**config.mk**
```make
export PLATFORM = sky130hd
export DESIGN_NAME = pfm_rank
export DESIGN_NICKNAME = d
export VERILOG_FILES = /design/src/hw/rtl/pfm_pkg.sv /design/src/hw/rtl/pfm_rank.sv
export SDC_FILE = /design/constraint.sdc
export NUM_CORES = 1
export LEC_CHECK = 0
export BUFFER_PORTS_ARGS = -buffer_cell sky130_fd_sc_hd__buf_2
export CAP_MARGIN = 20
export CORE_ASPECT_RATIO = 1.75
export CORE_UTILIZATION = 35
export DETAILED_ROUTE_END_ITERATION = 10
export PLACE_DENSITY = 0.74
export SYNTH_ARGS = -nofsm -noshare
export SYNTH_HDL_FRONTEND = slang
export SYNTH_SLANG_ARGS = --single-unit
```
**constraint.sdc**
```tcl
create_clock -name vclk -period 3.6
set_input_delay 0.54 -clock vclk [all_inputs]
set_output_delay 0.54 -clock vclk [all_outputs]
set_load 0.05 [all_outputs]
```
**src/hw/rtl/pfm_pkg.sv**
```systemverilog
// Package: shared constants, codes and types of the paging frame manager.
package pfm_pkg;

    localparam int FRAME_COUNT       = 256;
    localparam int PAGES_PER_PROCESS = 256;
    localparam int PROCESS_SLOTS     = 8;

    localparam int FRAME_W = $clog2(FRAME_COUNT);
    localparam int VPN_W   = $clog2(PAGES_PER_PROCESS);
    localparam int PID_W   = $clog2(PROCESS_SLOTS);
    localparam int PADDR_W = PID_W + VPN_W;
    localparam int LIMIT_W = 9;
    localparam int AGE_W   = 8;
    localparam int CNT_W   = 32;

    // action codes
    localparam logic [1:0] ACT_TICK  = 2'd0;
    localparam logic [1:0] ACT_FAULT = 2'd1;
    localparam logic [1:0] ACT_MARK  = 2'd2;
    localparam logic [1:0] ACT_START = 2'd3;

    // status codes
    localparam logic [2:0] ST_DONE     = 3'd0;
    localparam logic [2:0] ST_RESIDENT = 3'd1;
    localparam logic [2:0] ST_NO_FRAME = 3'd2;
    localparam logic [2:0] ST_NO_TABLE = 3'd3;
    localparam logic [2:0] ST_IGNORED  = 3'd4;

    localparam logic [AGE_W-1:0] AGE_FRESH = 8'h80;

    typedef struct packed {
        logic [1:0]         action;
        logic [2:0]         pid;
        logic [7:0]         vpn;
        logic [7:0]         frame_number;
        logic [8:0]         floor_request;
        logic [8:0]         cap_request;
    } req_t;

    typedef struct packed {
        logic [2:0]         status;
        logic [7:0]         frame;
        logic               evicted;
        logic [7:0]         evicted_frame;
        logic [2:0]         evicted_pid;
        logic [7:0]         evicted_vpn;
        logic               writeback;
    } rsp_t;

    typedef struct packed {
        logic [PID_W-1:0]   owner;
        logic [VPN_W-1:0]   page;
        logic [AGE_W-1:0]   age;
        logic [CNT_W-1:0]   count;
    } frame_ent_t;

    typedef struct packed {
        logic               present;
        logic [FRAME_W-1:0] frame;
        logic               dirty;
        logic               referenced;
        logic [AGE_W-1:0]   age;
    } page_ent_t;

    typedef struct packed {
        logic               valid;
        logic [AGE_W-1:0]   age;
        logic [CNT_W-1:0]   count;
    } rank_t;

endpackage

```
**src/hw/rtl/pfm_rank.sv**
```systemverilog
// Module: victim ranking compare, lower age then lower count wins.
module pfm_rank
(
    input  pfm_pkg::rank_t cand,
    input  pfm_pkg::rank_t best,
    output logic           better
);

    always_comb
    begin
        if (!best.valid)
            better = 1'b1;
        else if (cand.age < best.age)
            better = 1'b1;
        else
            better = (cand.age == best.age) && (cand.count < best.count);
    end

endmodule

```
==> impl_metrics.csv, run 1 <==
group,metric,value,unit
sta,fin_crit_sh,0.742,
routing,firstDrtPassIters,4,
routing,avgViaCountPerCell,5.01,
sta,period_minus_slack,2670,ps
synthesis,avgSynthCellArea,7.13,um^2
sta,finalMaxSlewViolations,0,
floorplanning,initial_utilization,0.372,
sta,slew_headroom,0.732,
critical_path,endpoint,"better",
synthesis,synth.net_count,263,
final_layout,nClkBuffers,0,
synthesis,synth-warning-count,0,
sta,setup_tns,0,ps
critical_path,critPathLaunchType,"input pin",
clocking,cts_resized,0,
clocking,cts_hold_buf,0,
synthesis,yosysSeqAreaShare,0,
pwr,p_leak,0.938,nW
critical_path,cp-end-kind,"output pin",
routing,ant_nets,0,
sta,rsz0062_at_grt,"no",
pwr,ir_drop,0.0410,mV
global_routing,grt_pass1_vias,1228,
final_layout,regArea,0,um^2
routing,finalWirelength,2260,um
critical_path,critPathLaunch,"best[39]",
routing,drc,0,
routing,wl_per_cell,8.99,um
sta,fmax,374,MHz
sta,worst_slew_pin_slew,403,ps
floorplanning,die_area,0.00312,mm^2
floorplanning,chipWidth,42.7,um
job,max-cap-violations,0,
pwr,power_density,97.9,mW/mm^2
synthesis,synth_cells,142,
final_layout,antenna_cells,0,
critical_path,crit_fanout,3,
placement,dp_hpwl,2250,um
synthesis,syn_area,0.00101,mm^2
final_layout,nFlopsAndLatches,0,
final_layout,drive_gt1_frac,0.379,
global_routing,overflow,0,
placement,routabilityCongestion,0.753,
floorplanning,ios,83,
critical_path,crit_required,3060,ps
global_routing,antenna_found_initial,0,
floorplanning,floorplan.rows,25,
critical_path,crit_arrival,2130,ps
critical_path,critical_path_class,"input pin to output pin",
global_routing,grt_max_degree,6,
global_routing,grt_pass1_wl,4000,um
floorplanning,core_area,0.00272,mm^2
sta,finalSetupViolations,0,
clocking,cts_setup_buffers,0,
pwr,power,0.143,mW
routing,drt-initial-drc-count,2,
outcome,status,"finished, final reports clean",
placement,io_buffer_count,82,
global_routing,grt_usage,0.151,
final_layout,layout.nets,347,
final_layout,area_growth,43.9,%
sta,hold_viol,0,
routing,vias,1258,
floorplanning,die_h,73.1,um
final_layout,fillers,295,
hold_path,hp-class,"input pin to output pin",
synthesis,ys_types,24,
## metal layers
metal / up-vias / GRT usage / part of all wire
met5: - / 0 / 0
met1: 551 / 0.136 / 0.34
met4: 0 / 0.0104 / 0.0062
li1: 659 / - / -
met3: 2 / 0 / 0.046
met2: 46 / 0.352 / 0.60
## report_power, final
part           internal (mW)  switching, mW
Combinational         0.0756         0.0670
Clock                      0              0
Sequential                 0              0
## worst min-delay path by stage
stage | start | endpoint | slack, ps | depth (start not counted)
2_1_floorplan | best[40] | better | 1470 | 3
5_1_grt | best[40] | better | 1730 | 5
6_report | best[40] | better | 1650 | 5
3_5_place_dp | best[40] | better | 1650 | 5
4_1_cts | best[40] | better | 1650 | 5
3_3_place_gp | best[40] | better | 1640 | 5
## cells by family after synthesis
family,synth area share
buf+inv,0.152
simple gates,0.167
compound gates,0.199
fa+ha+maj,0.482
## synthesized netlist by cell type (2+ instances only)
master,n,area (um^2)
nand4_1,7,43.8
a21oi_1,15,75.1
nand2b_1,2,12.5
ha_1,39,488
inv_1,41,154
o211ai_1,2,15.0
nor2_1,2,7.51
nand3_1,6,30.0
o21ai_0,3,15.0
o21a_1,2,15.0
nand2_1,10,37.5
## critical path, cell delays in order
cell      delay [ps]
buf_2             70
inv_1             30
ha_1             300
nand4_1          140
a2111o_1         350
a31oi_1          170
a32oi_1          120
a21oi_1          130
buf_2            280
## layout make-up
type | instances | area (um^2) | share of cell area
inverter | 41 | 154 | 0.106
multi-input combinational | 101 | 858 | 0.589
tap | 27 | 33.8 | 0.0232
timing repair buffer | 82 | 410 | 0.282
## cells in the final DEF, fill, tap and decap left out
master	n
a21oi_1	15
a221oi_1	1
o21ai_0	3
a31oi_1	1
nor3_1	1
nand4_1	7
nor2_1	2
a32oi_1	1
a21o_1	1
nand2_1	10
inv_1	41
o21ai_1	1
buf_2	82
o2111ai_1	1
nand3_1	6
ha_1	39
nor4_1	1
nand2_8	1
nand2b_1	2
a211o_2	1
a2111o_1	1
o211ai_1	2
a2111oi_2	1
nor2b_1	1
o21a_1	2
## metrics by stage
step / setup slack [ps] / util / area [um^2] / hold slack [ps] / cells
5_1_grt: 772 / 0.535 / 1460 / 1730 / 251
3_5_place_dp: 907 / 0.535 / 1460 / 1650 / 251
6_report: 928 / 0.535 / 1460 / 1650 / 251
3_3_place_gp: 931 / 0.535 / 1460 / 1640 / 251
4_1_cts: 896 / 0.535 / 1460 / 1650 / 251
2_1_floorplan: 749 / - / 1010 / 1470 / 142
Note: power is estimated with default switching activity, not from simulation.
==> inputs of run 2 (changes only) <==
clock period = 2.8 ns   (was 3.6 ns; I/O delays follow)
==> run 2 against run 1 <==
Utilization is the same. Sequential share of layout area is the same. Routed wire length shrank 0.89%. Cell count is the same. Critical path type unchanged. Critical endpoint unchanged. Largest cell class unchanged. Highest routed layer is now met3.
==> impl_metrics.csv, run 2 (synthesized netlist as in run 1, its figures left out) <==
group,metric,value,unit
critical_path,critPathLaunchType,"input pin",
sta,fin_crit_sh,0.866,
routing,finalWirelength,2240,um
routing,vias,1237,
outcome,status,"finished, final reports clean",
pwr,ir_drop,0.0546,mV
pwr,p_leak,0.938,nW
sta,period_minus_slack,2420,ps
hold_path,hp-class,"input pin to output pin",
placement,dp_hpwl,2210,um
final_layout,drive_gt1_frac,0.379,
global_routing,grt_usage,0.152,
floorplanning,die_h,73.1,um
final_layout,final_common_cell,"buf_2",
routing,wl_per_cell,8.91,um
global_routing,antenna_found_initial,0,
routing,drt-initial-drc-count,9,
global_routing,grt_pass1_wl,4050,um
sta,finalSetupViolations,0,
final_layout,area_growth,43.9,%
clocking,cts_setup_buffers,0,
final_layout,nClkBuffers,0,
final_layout,fillers,279,
floorplanning,floorplan.rows,25,
pwr,power_density,125,mW/mm^2
placement,routabilityCongestion,0.750,
critical_path,critical_path_class,"input pin to output pin",
critical_path,crit_arrival,2000,ps
final_layout,nFlopsAndLatches,0,
final_layout,fin_util,0.535,
global_routing,overflow,0,
floorplanning,die_area,0.00312,mm^2
sta,fmax,412,MHz
global_routing,grt_pass1_vias,1233,
final_layout,final_cell_mix,"buf_2 (82), inv_1 (41), ha_1 (39), a21oi_1 (15), nand2_1 (10)",
floorplanning,ios,83,
routing,firstDrtPassIters,3,
floorplanning,initial_utilization,0.372,
final_layout,regArea,0,um^2
sta,rsz0062_at_grt,"no",
final_layout,antenna_cells,0,
critical_path,cp-end-kind,"output pin",
critical_path,crit_required,2380,ps
sta,finalMaxSlewViolations,0,
final_layout,multi_input_area,858,um^2
placement,io_buffer_count,82,
sta,setup_tns,0,ps
clocking,cts_resized,0,
floorplanning,chipWidth,42.7,um
routing,drc,0,
placement,dp_cells,251,
sta,worst_slew_pin_slew,399,ps
sta,slew_headroom,0.734,
critical_path,crit_fanout,3,
final_layout,final_cells,251,
clocking,cts_hold_buf,0,
final_layout,layout.nets,347,
global_routing,grt_max_degree,6,
floorplanning,core_area,0.00272,mm^2
routing,avgViaCountPerCell,4.93,
sta,hold_viol,0,
routing,ant_nets,0,
job,max-cap-violations,0,
run 2: per-stage QoR:
step | worst slack, ps | hold slack (ps) | power [mW] | instance area, um^2
after global placement | 390 | 1390 | 0.182 | 1460
after floorplan | 189 | 1230 | 0.107 | 1010
final | 375 | 1400 | 0.183 | 1460
after global routing | 240 | 1460 | 0.215 | 1460
after detailed placement | 350 | 1410 | 0.186 | 1460
after CTS | 346 | 1410 | 0.187 | 1460
run 2: layer usage:
metal,vias to the layer above,GRT usage,share of wire
li1,660,-,-
met1,533,0.144,0.34
met2,44,0.347,0.59
met3,0,0.00990,0.067
met4,0,0,0
met5,-,0,0
run 2: final timing paths:
path                     start      to  slack [ps]  cells past startpoint
worst min-delay path  best[40]  better        1400                      5
worst max-delay path  best[39]  better         380                      9
run 2: where the power goes:
part           internal [mW]  switching [mW]
clock network              0               0
registers                  0               0
logic                 0.0971          0.0855
total                 0.0971          0.0855
run 2: worst max-delay path, stage by stage:
cell	delay, ps
buf_2	80
inv_1	30
ha_1	300
nand4_1	130
a2111o_1	350
a31oi_1	170
a32oi_1	120
a21oi_1	120
buf_2	280
run 2: final cells by class:
| class | count | share of cell area |
|---|---|---|
| timing repair buffer | 82 | 0.282 |
| multi-input combinational | 101 | 0.589 |
| inverter | 41 | 0.106 |
| tap | 27 | 0.0232 |
